$ cat config.mk
export PLATFORM = sky130hd
export DESIGN_NAME = bmm_controller
export DESIGN_NICKNAME = d
export VERILOG_FILES = /design/src/bmm_pkg.sv /design/src/bmm_controller.sv
export SDC_FILE = /design/constraint.sdc
export NUM_CORES = 1
export LEC_CHECK = 0
export BUFFER_PORTS_ARGS = -buffer_cell sky130_fd_sc_hd__buf_2
export CORE_UTILIZATION = 47
export CTS_CLUSTER_DIAMETER = 100
export DETAILED_ROUTE_END_ITERATION = 16
export MAX_ROUTING_LAYER = met4
export PLACE_DENSITY = 0.78
export SYNTH_ARGS = -nofsm -noshare
export SYNTH_HDL_FRONTEND = slang
export SYNTH_SLANG_ARGS = --single-unit
$ cat constraint.sdc
create_clock -name clk -period 4.9 [get_ports clk]
set_input_delay 1.47 -clock clk [delete_from_list [all_inputs] [get_ports clk]]
set_output_delay 1.47 -clock clk [all_outputs]
set_load 0.05 [all_outputs]
$ cat src/bmm_pkg.sv
`timescale 1ns / 1ps
`default_nettype none
// ----------------------------------------------------------------------------
// bmm_pkg
// Types, codes and sizes shared by the Barrett modular multiplier modules.
// ----------------------------------------------------------------------------
package bmm_pkg;

  localparam int LIMB_BITS  = 32;
  localparam int MAX_LIMBS  = 16;
  localparam int MU_DEPTH   = MAX_LIMBS + 1;
  localparam int WIDE_DEPTH = 2 * MAX_LIMBS + 2;
  localparam int CFG_W      = 5;
  localparam int CNT_W      = $clog2(MAX_LIMBS + 2);
  localparam int IDX_W      = $clog2(MAX_LIMBS);
  localparam int MU_IDX_W   = $clog2(MU_DEPTH);
  localparam int ADDR_W     = $clog2(WIDE_DEPTH);
  localparam int LOG_LB     = $clog2(LIMB_BITS);
  localparam int BITS_W     = $clog2(MU_DEPTH * LIMB_BITS + 1);

  localparam logic [2:0] OP_LOAD_N  = 3'd0;
  localparam logic [2:0] OP_LOAD_MU = 3'd1;
  localparam logic [2:0] OP_LOAD_A  = 3'd2;
  localparam logic [2:0] OP_LOAD_B  = 3'd3;
  localparam logic [2:0] OP_START   = 3'd4;

  typedef struct packed {
    logic [2:0]  opcode;
    logic [4:0]  limb_index;
    logic [31:0] limb_value;
  } item_t;

  typedef struct packed {
    logic [31:0] result_limb;
    logic [3:0]  result_index;
    logic        last_limb;
  } result_t;

  typedef enum logic [3:0] {
    ST_IDLE,
    ST_MAC_ISSUE,
    ST_MAC_FETCH,
    ST_MAC_MUL,
    ST_MAC_ACC,
    ST_MAC_CARRY,
    ST_SUB_ISSUE,
    ST_SUB_CALC,
    ST_DIV_INIT,
    ST_DIV_SHIFT,
    ST_DIV_SUB,
    ST_DIV_SEL,
    ST_EMIT
  } state_t;

  typedef enum logic [1:0] {
    PASS_AB,
    PASS_MU,
    PASS_N
  } pass_t;

  typedef enum logic [3:0] {
    DP_NOP,
    DP_LOAD,
    DP_START,
    DP_ISSUE,
    DP_FETCH,
    DP_MUL,
    DP_ACC,
    DP_CARRY,
    DP_SUB_ISSUE,
    DP_SUB_CALC,
    DP_DIV_INIT,
    DP_DIV_SHIFT,
    DP_DIV_SUB,
    DP_DIV_SEL,
    DP_EMIT
  } dp_op_t;

  typedef struct packed {
    dp_op_t           op;
    pass_t            pass;
    logic [CNT_W-1:0] i;
    logic [CNT_W-1:0] j;
    logic [CNT_W-1:0] k;
    logic             carry_en;
    item_t            item;
  } ctrl_cmd_t;

  typedef struct packed {
    logic n_nonzero;
  } dp_status_t;

endpackage
`default_nettype wire

$ cat src/bmm_controller.sv
`timescale 1ns / 1ps
`default_nettype none
// ----------------------------------------------------------------------------
// bmm_controller
// Sequencer for the three limb products, the final subtraction, the
// bit-serial remainder and the result run; holds the limb count register.
// ----------------------------------------------------------------------------
module bmm_controller (
  input  wire                        clk,
  input  wire                        rst,
  input  wire                        start,
  input  bmm_pkg::item_t             item,
  input  wire                        cfg_we,
  input  wire [bmm_pkg::CFG_W-1:0]   cfg_data,
  input  bmm_pkg::dp_status_t        status,
  output logic                       busy,
  output bmm_pkg::ctrl_cmd_t         cmd
);

  localparam int AW = bmm_pkg::ADDR_W;
  localparam int CW = bmm_pkg::CNT_W;
  localparam int BW = bmm_pkg::BITS_W;

  bmm_pkg::state_t        state, state_next;
  bmm_pkg::pass_t         pass, pass_next;
  logic [CW-1:0]          i, i_next;
  logic [CW-1:0]          j, j_next;
  logic [BW-1:0]          bits_left, bits_left_next;
  logic [bmm_pkg::CFG_W-1:0] k_cfg;

  logic [CW-1:0] k;
  logic [AW-1:0] kx;
  logic [AW-1:0] na;
  logic [AW-1:0] nb;
  logic [AW-1:0] nout;
  logic [AW-1:0] ij;

  always_ff @(posedge clk) begin
    if (rst) begin
      state     <= bmm_pkg::ST_IDLE;
      pass      <= bmm_pkg::PASS_AB;
      i         <= '0;
      j         <= '0;
      bits_left <= '0;
      k_cfg     <= bmm_pkg::CFG_W'(bmm_pkg::MAX_LIMBS);
    end else begin
      state     <= state_next;
      pass      <= pass_next;
      i         <= i_next;
      j         <= j_next;
      bits_left <= bits_left_next;
      if (cfg_we) begin
        k_cfg <= cfg_data;
      end
    end
  end

  always_comb begin
    if (k_cfg == '0) begin
      k = CW'(1);
    end else if (k_cfg > bmm_pkg::MAX_LIMBS) begin
      k = CW'(bmm_pkg::MAX_LIMBS);
    end else begin
      k = CW'(k_cfg);
    end
    kx = AW'(k);
    unique case (pass)
      bmm_pkg::PASS_AB: begin
        na = kx;
        nb = kx;
        nout = kx + kx;
      end
      bmm_pkg::PASS_MU: begin
        na = kx + AW'(1);
        nb = kx + AW'(1);
        nout = kx + kx + AW'(2);
      end
      default: begin
        na = kx + AW'(1);
        nb = kx;
        nout = kx + AW'(1);
      end
    endcase
    ij = AW'(i) + AW'(j);
  end

  always_comb begin
    state_next     = state;
    pass_next      = pass;
    i_next         = i;
    j_next         = j;
    bits_left_next = bits_left;
    busy           = (state != bmm_pkg::ST_IDLE);
    cmd.op         = bmm_pkg::DP_NOP;
    cmd.pass       = pass;
    cmd.i          = i;
    cmd.j          = j;
    cmd.k          = k;
    cmd.carry_en   = (AW'(i) + na < nout);
    cmd.item       = item;
    unique case (state)
      bmm_pkg::ST_IDLE: begin
        if (start) begin
          if (item.opcode == bmm_pkg::OP_START) begin
            cmd.op     = bmm_pkg::DP_START;
            pass_next  = bmm_pkg::PASS_AB;
            i_next     = '0;
            j_next     = '0;
            state_next = bmm_pkg::ST_MAC_ISSUE;
          end else begin
            cmd.op = bmm_pkg::DP_LOAD;
          end
        end
      end
      bmm_pkg::ST_MAC_ISSUE: begin
        if (AW'(j) < na && ij < nout) begin
          cmd.op     = bmm_pkg::DP_ISSUE;
          state_next = bmm_pkg::ST_MAC_FETCH;
        end else begin
          state_next = bmm_pkg::ST_MAC_CARRY;
        end
      end
      bmm_pkg::ST_MAC_FETCH: begin
        cmd.op     = bmm_pkg::DP_FETCH;
        state_next = bmm_pkg::ST_MAC_MUL;
      end
      bmm_pkg::ST_MAC_MUL: begin
        cmd.op     = bmm_pkg::DP_MUL;
        state_next = bmm_pkg::ST_MAC_ACC;
      end
      bmm_pkg::ST_MAC_ACC: begin
        cmd.op     = bmm_pkg::DP_ACC;
        j_next     = j + CW'(1);
        state_next = bmm_pkg::ST_MAC_ISSUE;
      end
      bmm_pkg::ST_MAC_CARRY: begin
        cmd.op = bmm_pkg::DP_CARRY;
        j_next = '0;
        if (AW'(i) + AW'(1) == nb) begin
          i_next = '0;
          unique case (pass)
            bmm_pkg::PASS_AB: begin
              pass_next  = bmm_pkg::PASS_MU;
              state_next = bmm_pkg::ST_MAC_ISSUE;
            end
            bmm_pkg::PASS_MU: begin
              pass_next  = bmm_pkg::PASS_N;
              state_next = bmm_pkg::ST_MAC_ISSUE;
            end
            default: begin
              state_next = bmm_pkg::ST_SUB_ISSUE;
            end
          endcase
        end else begin
          i_next     = i + CW'(1);
          state_next = bmm_pkg::ST_MAC_ISSUE;
        end
      end
      bmm_pkg::ST_SUB_ISSUE: begin
        cmd.op     = bmm_pkg::DP_SUB_ISSUE;
        state_next = bmm_pkg::ST_SUB_CALC;
      end
      bmm_pkg::ST_SUB_CALC: begin
        cmd.op = bmm_pkg::DP_SUB_CALC;
        if (j == k) begin
          j_next     = '0;
          state_next = bmm_pkg::ST_DIV_INIT;
        end else begin
          j_next     = j + CW'(1);
          state_next = bmm_pkg::ST_SUB_ISSUE;
        end
      end
      bmm_pkg::ST_DIV_INIT: begin
        if (status.n_nonzero) begin
          cmd.op         = bmm_pkg::DP_DIV_INIT;
          bits_left_next = BW'(k + CW'(1)) << bmm_pkg::LOG_LB;
          state_next     = bmm_pkg::ST_DIV_SHIFT;
        end else begin
          state_next = bmm_pkg::ST_EMIT;
        end
      end
      bmm_pkg::ST_DIV_SHIFT: begin
        cmd.op     = bmm_pkg::DP_DIV_SHIFT;
        j_next     = '0;
        state_next = bmm_pkg::ST_DIV_SUB;
      end
      bmm_pkg::ST_DIV_SUB: begin
        cmd.op = bmm_pkg::DP_DIV_SUB;
        if (j == k) begin
          j_next     = '0;
          state_next = bmm_pkg::ST_DIV_SEL;
        end else begin
          j_next = j + CW'(1);
        end
      end
      bmm_pkg::ST_DIV_SEL: begin
        cmd.op = bmm_pkg::DP_DIV_SEL;
        if (bits_left == BW'(1)) begin
          state_next = bmm_pkg::ST_EMIT;
        end else begin
          bits_left_next = bits_left - BW'(1);
          state_next     = bmm_pkg::ST_DIV_SHIFT;
        end
      end
      bmm_pkg::ST_EMIT: begin
        cmd.op = bmm_pkg::DP_EMIT;
        if (j == k - CW'(1)) begin
          j_next     = '0;
          state_next = bmm_pkg::ST_IDLE;
        end else begin
          j_next = j + CW'(1);
        end
      end
      default: begin
        state_next = bmm_pkg::ST_IDLE;
      end
    endcase
  end

endmodule
`default_nettype wire

==> run summary, run 1 <==
The hold-critical path depth is 2. The critical path in this run is classified as reg2out. For this run, the number of Yosys warnings is 0. The count of final max-slew check failures is 0. The all-layer global routing usage came out at 26.9%. STA classifies the critical path endpoint as an output port. The maximum fanout count along the critical path is 3. The clock tree synthesis step divided the H-tree into 2 levels.

The first global-routing pass estimated 15,700 um of wire. The root cell of the clock tree is clkbuf_8. The layout has 638 filler cells. The peak clock frequency supported by timing came out at 193 MHz. The number of nets with antenna violations after routing is 0. The minimum period implied by the final worst setup slack came out at 5.19 ns. The worst setup path is launched from a register. In the post-route analysis, the smallest setup slack over all paths is -0.290 ns. Counting the buffers created by CTS gives 5.

The detailed router placed 3,387 vias in this run. In this run the power density over the cells is 183 mW/mm2. Entering global routing, the biggest net connects 25 pins. The proportion of layout cells with a drive suffix above 1 is 28.0%.

The synthesized netlist contains 67 unique library cells. The endpoint identified for the worst register-to-register timing path is state[1]. Data arrives at the worst endpoint at 3.72 ns. The top cell types in the final layout, fill and taps aside, are nor2_1, buf_4, nand2_1. The tool flagged a number of max-cap violations equal to 0. The count of final hold-check violations came out at 0. The number of remaining DRC errors came out at 0. The count of input and output buffers came out at 38. The area overhead of the layout relative to synthesis came out at 14.6%. The max-slew headroom at the worst pin is 34.7%.

The most numerous cell on the critical path is o31a_1. The number of I/O pins is 113. The library cell used most frequently in the layout, excluding fill and tap cells, is nor2_1. The starting DRC count in detailed routing came out at 352. The net count of the finished layout is 562.

The flow ran to the end, but the final reports show violations. For flop-to-flop paths, the worst setup slack is 1.54 ns. The startpoint identified for the worst register-to-register timing path is k_cfg[3]. The post-synth net total is 536.

The global placer's final weighted congestion is 0.959. The detailed-routing iteration count for the pre-antenna-repair pass came out at 6. The signal on the critical path passes through or4_4 > nand2_8 > inv_4 > ha_4 > nand2_2 > o21ai_2 > inv_2 > fa_1 > inv_1 > ha_1 > o31a_1 > o21a_1 > o31a_1 > maj3_2 > a21oi_4 > buf_6. Setup repair after global routing could not meet its margin everywhere. The vertical die dimension is 87.8 um.

The async set-reset flop share out of synthesis came out at 0%. The slew at the pin with the worst max-slew slack came out at 0.980 ns. The total detailed-routing wirelength came out at 9590 um. The register area share after synthesis came out at 17.9%. The slowest stage of the critical path belongs to the cell or4_4. TritonCTS built the clock tree. Timing analysis after detailed placement gives a worst setup slack of -0.198 ns. The die area is 0.00771 mm2.

The worst voltage drop across the vdd grid came out at 136 uV. Counting flops with a built-in enable in the synthesized netlist gives 0. The total global routing overflow came out at 0. The static power due to leakage came out at 0.00171 uW. The detailed-route vias per instance is 5.83. The initial antenna violation count came out at 0.

In the final routed layout, each cell accounts on average for 16.5 um. The clock arrives with 0.00969 ns of skew. The initial cell density of the core is 49.8%. The post-route setup TNS is -0.758 ns. Setup violations remaining at the end of the flow were counted as 3. Measured along the x axis, the die boundary spans 87.8 um.

Clock-pin slew was measured on the worst setup and hold paths at 0.06 ns. The endpoint required time on the critical path came out at 3.43 ns. The number of global-route vias before repair was 3,210. For the worst-skew pair, the clock arrives at the later sink with an insertion delay of 0.29 ns.

The instance count of the mapped netlist is 458. The count of state elements after synthesis came out at 31. The worst-case reg-to-reg path depth came out at 13. The longest individual stage delay on the worst path came out at 0.57 ns. The worst hold path terminates at bits_left[8]. The checks that failed: setup timing.

In the synthesized netlist the dominant register cell turns out to be dfxtp_1. The clock drives 31 sinks. The number of buffers on the longest clock path is 2. The post-route total power came out at 723 uW.

The synthesized area divided by synthesized cell count came out at 7.55 um2. The post-synthesis instance area came out at 0.00346 mm2. The period utilization is 106%. In this run the worst hold path is classified as reg2reg. The startpoint identified for the worst hold timing path is bits_left[8]. The estimated wirelength of the detail-placed design is 7190 um. In this run the core area contains 30 standard-cell rows. The antenna diode count came out at 0. The core region is 0.00694 mm2.
## routing by layer
layer | up-vias | track usage [%] | share of wire (%)
li1 | 1630 | - | -
met1 | 1590 | 34.5 | 43
met2 | 144 | 43.6 | 47
met3 | 23 | 3.20 | 7.2
met4 | 0 | 9.39 | 2.4
met5 | - | - | 0
## logic make-up (layout without fill, tap and decap cells)
| family | after synthesis | in the layout | synth area share, % |
|---|---|---|---|
| flops | 31 | 31 | 17.9 |
| compound gates | 115 | 115 | 23.7 |
| buf+inv | 83 | 110 | 13.7 |
| xor+xnor | 33 | 33 | 8.57 |
| simple gates | 159 | 159 | 22.9 |
| mux | 7 | 7 | 2.03 |
| fa+ha+maj | 30 | 30 | 11.1 |
## Yosys cell counts, types with 3 or more instances
library cell   n  area, um2
nor2b_1        6       37.5
a21oi_1       23        115
nor2_1        46        173
buf_1          4       15.0
xnor2_1       19        166
and3_1         4       25.0
ha_1          26        325
o31a_1         4       35.0
nor3b_1        3       22.5
buf_4         40        300
o211ai_1       6       45.0
clkbuf_1      13       48.8
nand3_1       15       75.1
xor2_1        13        114
a22oi_1        5       37.5
o21ai_0       25        125
a41oi_1        3       26.3
a31oi_1        6       37.5
o22ai_1        5       31.3
o21bai_1       3       22.5
a211oi_1       3       22.5
a32o_1         3       30.0
and2_1         3       18.8
buf_2          5       25.0
or2_2          5       31.3
a21o_1         5       37.5
nor3_1        10       50.1
nand2_1       41        154
a211o_1        3       26.3
nand2b_1       9       56.3
o31ai_1        4       30.0
inv_1         18       67.6
mux2i_1        7       70.1
dfxtp_1       31        621
nor4_1         3       18.8
## worst max-delay path by stage
stage / slack, ns / end / from
floorplan: -0.22 / cmd[40] / k_cfg[1]
global placement: -0.16 / cmd[59] / k_cfg[1]
detailed placement: -0.20 / cmd[59] / k_cfg[1]
CTS: -0.27 / cmd[40] / k_cfg[2]
global route: -0.38 / cmd[58] / k_cfg[3]
finish: -0.29 / cmd[40] / k_cfg[3]
## power breakdown
part	leakage [uW]	switching (uW)	internal (uW)	total, uW
registers	0.000252	15.4	258	274
logic	0.00142	154	101	255
clock network	0.0000412	95.4	99.0	194
total	0.00171	264	459	723
## cell type report
cell class / count / area (um2) / share of cell area (%)
inverters: 20 / 77.6 / 1.96
clock inverters: 2 / 12.5 / 0.316
clock buffers: 6 / 72.6 / 1.83
repair buffers: 82 / 554 / 14.0
flip-flops and latches: 31 / 623 / 15.7
well taps: 96 / 120 / 3.03
multi-input cells: 344 / 2500 / 63.2
## sequential cells by signal, summed over array words and instances (netlist names)
signal	count
k_cfg	5
state	4
i	5
pass	2
j	5
bits_left	10
## critical path, delay by kind of cell, from the launching register on
kind / cells / cell delay [ns]
DFF: 1 / 0.32
and+or+nand+nor: 3 / 0.73
AOI/OAI and AO/OA: 5 / 0.71
adders and majority gates: 4 / 1.37
buffers and inverters: 4 / 0.32
## metrics by stage
| stage | util (%) | cell area (um2) | instances | hold WS, ns |
|---|---|---|---|---|
| 6_report | 57.1 | 3960 | 581 | 0.479 |
| 5_1_grt | 57.1 | 3960 | 581 | 0.528 |
| 4_1_cts | 55.6 | 3860 | 579 | 0.482 |
| 3_5_place_dp | 53.2 | 3690 | 568 | 0.472 |
| 3_3_place_gp | 53.2 | 3690 | 568 | 0.462 |
| 2_1_floorplan | - | 3490 | 458 | 0.444 |
## repair_timing
item / CTS / global route
buffers inserted: 3 / 2
pin swaps: 6 / 14
endpoints found under the setup margin: 3 / 3
resized for setup: 19 / 23
hold buffers: 0 / 0
Note: power is estimated with default switching activity, not from simulation.
==> inputs of run 2 (changes only) <==
--- a/config.mk
+++ b/config.mk
@@ -11,6 +11,7 @@
 export DETAILED_ROUTE_END_ITERATION = 16
 export MAX_ROUTING_LAYER = met4
 export PLACE_DENSITY = 0.78
+export SKIP_CTS_REPAIR_TIMING = 1
 export SYNTH_ARGS = -nofsm -noshare
 export SYNTH_HDL_FRONTEND = slang
 export SYNTH_SLANG_ARGS = --single-unit
==> run 2 against run 1 <==
Largest power group unchanged. Utilization shrank 0.99 points. Critical path type unchanged. Fmax up 0.12%. Total power fell by 1.5%. Final area decreased by 1.7%. Critical path depth unchanged. Combinational power is 4% lower. Critical endpoint unchanged. Flip-flop and latch count is the same. The run still ends with setup timing left. Worst setup slack improved by 0.0063 ns. First-iteration DRC count shrank 7.4%. Clock power is essentially flat.
==> run summary, run 2 (synthesized netlist as in run 1, its figures left out) <==
The core region is 0.00694 mm2. Across all register-to-register paths, the minimum setup slack is 1.59 ns. The floorplan step set the die width to 87.8 um. The maximum number of pins on one net before global-route repair is 25. The worst hold path was traced through 2 stages. The period utilization came out at 106%. The worst-case setup slack after placement came out at -0.198 ns.

The number of H-tree levels came out at 2. The post-route standard cell area excluding fillers came out at 0.00389 mm2. The global placer's final weighted congestion came out at 0.959. The all-layer global routing usage came out at 26.3%. Derived from the worst setup path, the maximum achievable clock frequency is 193 MHz.

The worst register-to-register path begins at k_cfg[3]. The initial antenna violation count is 0. Clock-pin slew was measured on the worst setup and hold paths at 0.07 ns. The type of the worst setup path is reg2out. The worst hold path endpoint is bits_left[8]. The combinational share of power is 34.4%. The total global routing overflow came out at 0.

The count of input and output buffers is 38. The initial cell density of the core came out at 49.8%. The number of sinks on the clock net is 31. The share of total power dissipated in the clock network is 27.2%. For the pin with the worst max-slew slack, the measured transition is 0.982 ns. During I/O placement, the number of pins put on the boundary was 113. The final standard cell count with taps included and fillers excluded came out at 579. The count of final hold-check violations is 0. The number of global-route vias before repair came out at 3,160.

The root cell of the clock tree is clkbuf_8. The starting DRC count in detailed routing came out at 326. The run finished, with violations left. The worst clock skew on the final layout is 0.0104 ns. The worst min-delay path startpoint is bits_left[8]. The reg-to-reg endpoint is state[2]. The analysis attributes to cell leakage a power of 0.00170 uW. Counting flops per register, the top entry is bits_left. The number of remaining DRC errors came out at 0. The worst voltage drop across the vdd grid came out at 134 uV. STA classifies the critical path endpoint as an output port. The endpoint required time on the critical path is 3.43 ns. For this run, the post-layout net count is 560.

Setup repair after global routing could not meet its margin everywhere. The number of flip-flops under the largest register name is 10. The detailed-route vias per instance came out at 5.80. The first global-routing pass estimated 15,300 um of wire. The initialized floorplan defines 30 standard-cell rows. The average routed wire per standard cell came out at 16.4 um. The repair_antennas step left the layout with diodes totalling 0. The class of the tightest hold or removal check is reg2reg. The CTS tree is built. The area overhead of the layout relative to synthesis is 12.6%.

The top cell types in the final layout, fill and taps aside, are nor2_1, buf_4, nand2_1. Of all nets on the critical path, the largest fanout is 3. The worst-case hold slack is 0.479 ns. The number of buffers on the longest clock path is 2. The worst path in the final design needs a cycle of 5.18 ns, including I/O delays and setup. The number of setup violations in the final report is 3.

The number of cells after detailed placement is 568. The via count of the routed design is 3,359. Setup slack on the critical path of the routed design comes to -0.284 ns. After legalization and detailed placement, the total HPWL measured 7190 um. The vertical die dimension came out at 87.8 um. The source-to-sink clock delay at the later pin of the worst-skew pair came out at 0.28 ns. The sequential fraction of design power came out at 38.4%.

The proportion of layout cells with a drive suffix above 1 came out at 25.9%. For this design the total switching power over the nets is 259 uW. The number of buffers added by the clock tree synthesis step is 5.

The placed instance area came out at 0.00369 mm2. The detailed-routing iteration count for the pre-antenna-repair pass is 5. The max-slew headroom at the worst pin came out at 34.6%.

The net switching share of the total power came out at 36.4%. The critical path arrival is 3.71 ns. The internal power of the cells is 453 uW. The checks that failed: setup timing. The count of final max-slew check failures came out at 0. The final cell utilization of the core came out at 56.1%. The worst setup path is launched from a register. The count of nets left with antenna violations once routing finished came out at 0.

The total detailed-routing wirelength is 9500 um. Max-cap violations in this run came to 0. The library cell used most frequently in the layout, excluding fill and tap cells, is nor2_1. For this design the ratio of total power to cell area is 183 mW/mm2. The worst-case reg-to-reg path depth came out at 17.

The die covers 0.00771 mm2.
==> run 2: layout make-up <==
type                       instances  area, um2
multi-input combinational        344       2450
tap                               96        120
clock buffer                       6       72.6
sequential                        31        622
clock inverter                     2       12.5
fill                             648       3050
inverter                          20       80.1
timing repair buffer              80        532
==> run 2: through the flow <==
| step | setup TNS (ns) | power (uW) |
|---|---|---|
| final | -0.717 | 713 |
| after global routing | -1.03 | 749 |
| after CTS | -1.33 | 697 |
| after detailed placement | -0.395 | 503 |
| after global placement | -0.201 | 498 |
| after floorplan | -0.217 | 523 |
==> run 2: routing by layer <==
| metal | vias up | wire, um | GRT usage, % |
|---|---|---|---|
| li1 | 1630 | - | - |
| met1 | 1575 | 4160 | 34.0 |
| met2 | 138 | 4600 | 42.9 |
| met3 | 16 | 611 | 3.11 |
| met4 | 0 | 133 | 7.90 |
| met5 | - | 0 | - |
==> run 2: power groups by stage <==
stage / clock network [uW] / logic (uW) / registers, uW
after floorplan: 0 / 252 / 271
after global placement: 0 / 220 / 278
after detailed placement: 0 / 224 / 278
after CTS: 199 / 226 / 273
after global routing: 210 / 264 / 275
final: 194 / 245 / 274
==> run 2: how the worst max path moves through the flow <==
stage	startpoint	end	slack (ns)	depth (start not counted)
floorplan	k_cfg[1]	cmd[40]	-0.22	16
global placement	k_cfg[1]	cmd[59]	-0.16	14
detailed placement	k_cfg[1]	cmd[59]	-0.20	14
CTS	k_cfg[1]	cmd[59]	-0.51	14
global route	k_cfg[3]	cmd[40]	-0.37	16
finish	k_cfg[3]	cmd[40]	-0.28	16
==> run 2: worst max-delay path, cell delays in order (launching register included) <==
cell	delay (ns)
dfxtp_2	0.32
or4_4	0.57
nand2_8	0.10
inv_6	0.04
ha_4	0.27
nand2_2	0.06
o21ai_2	0.08
inv_2	0.06
fa_1	0.50
inv_1	0.04
ha_1	0.27
o31a_1	0.11
o21a_1	0.16
o31a_1	0.24
maj3_2	0.32
a21oi_4	0.13
buf_6	0.17
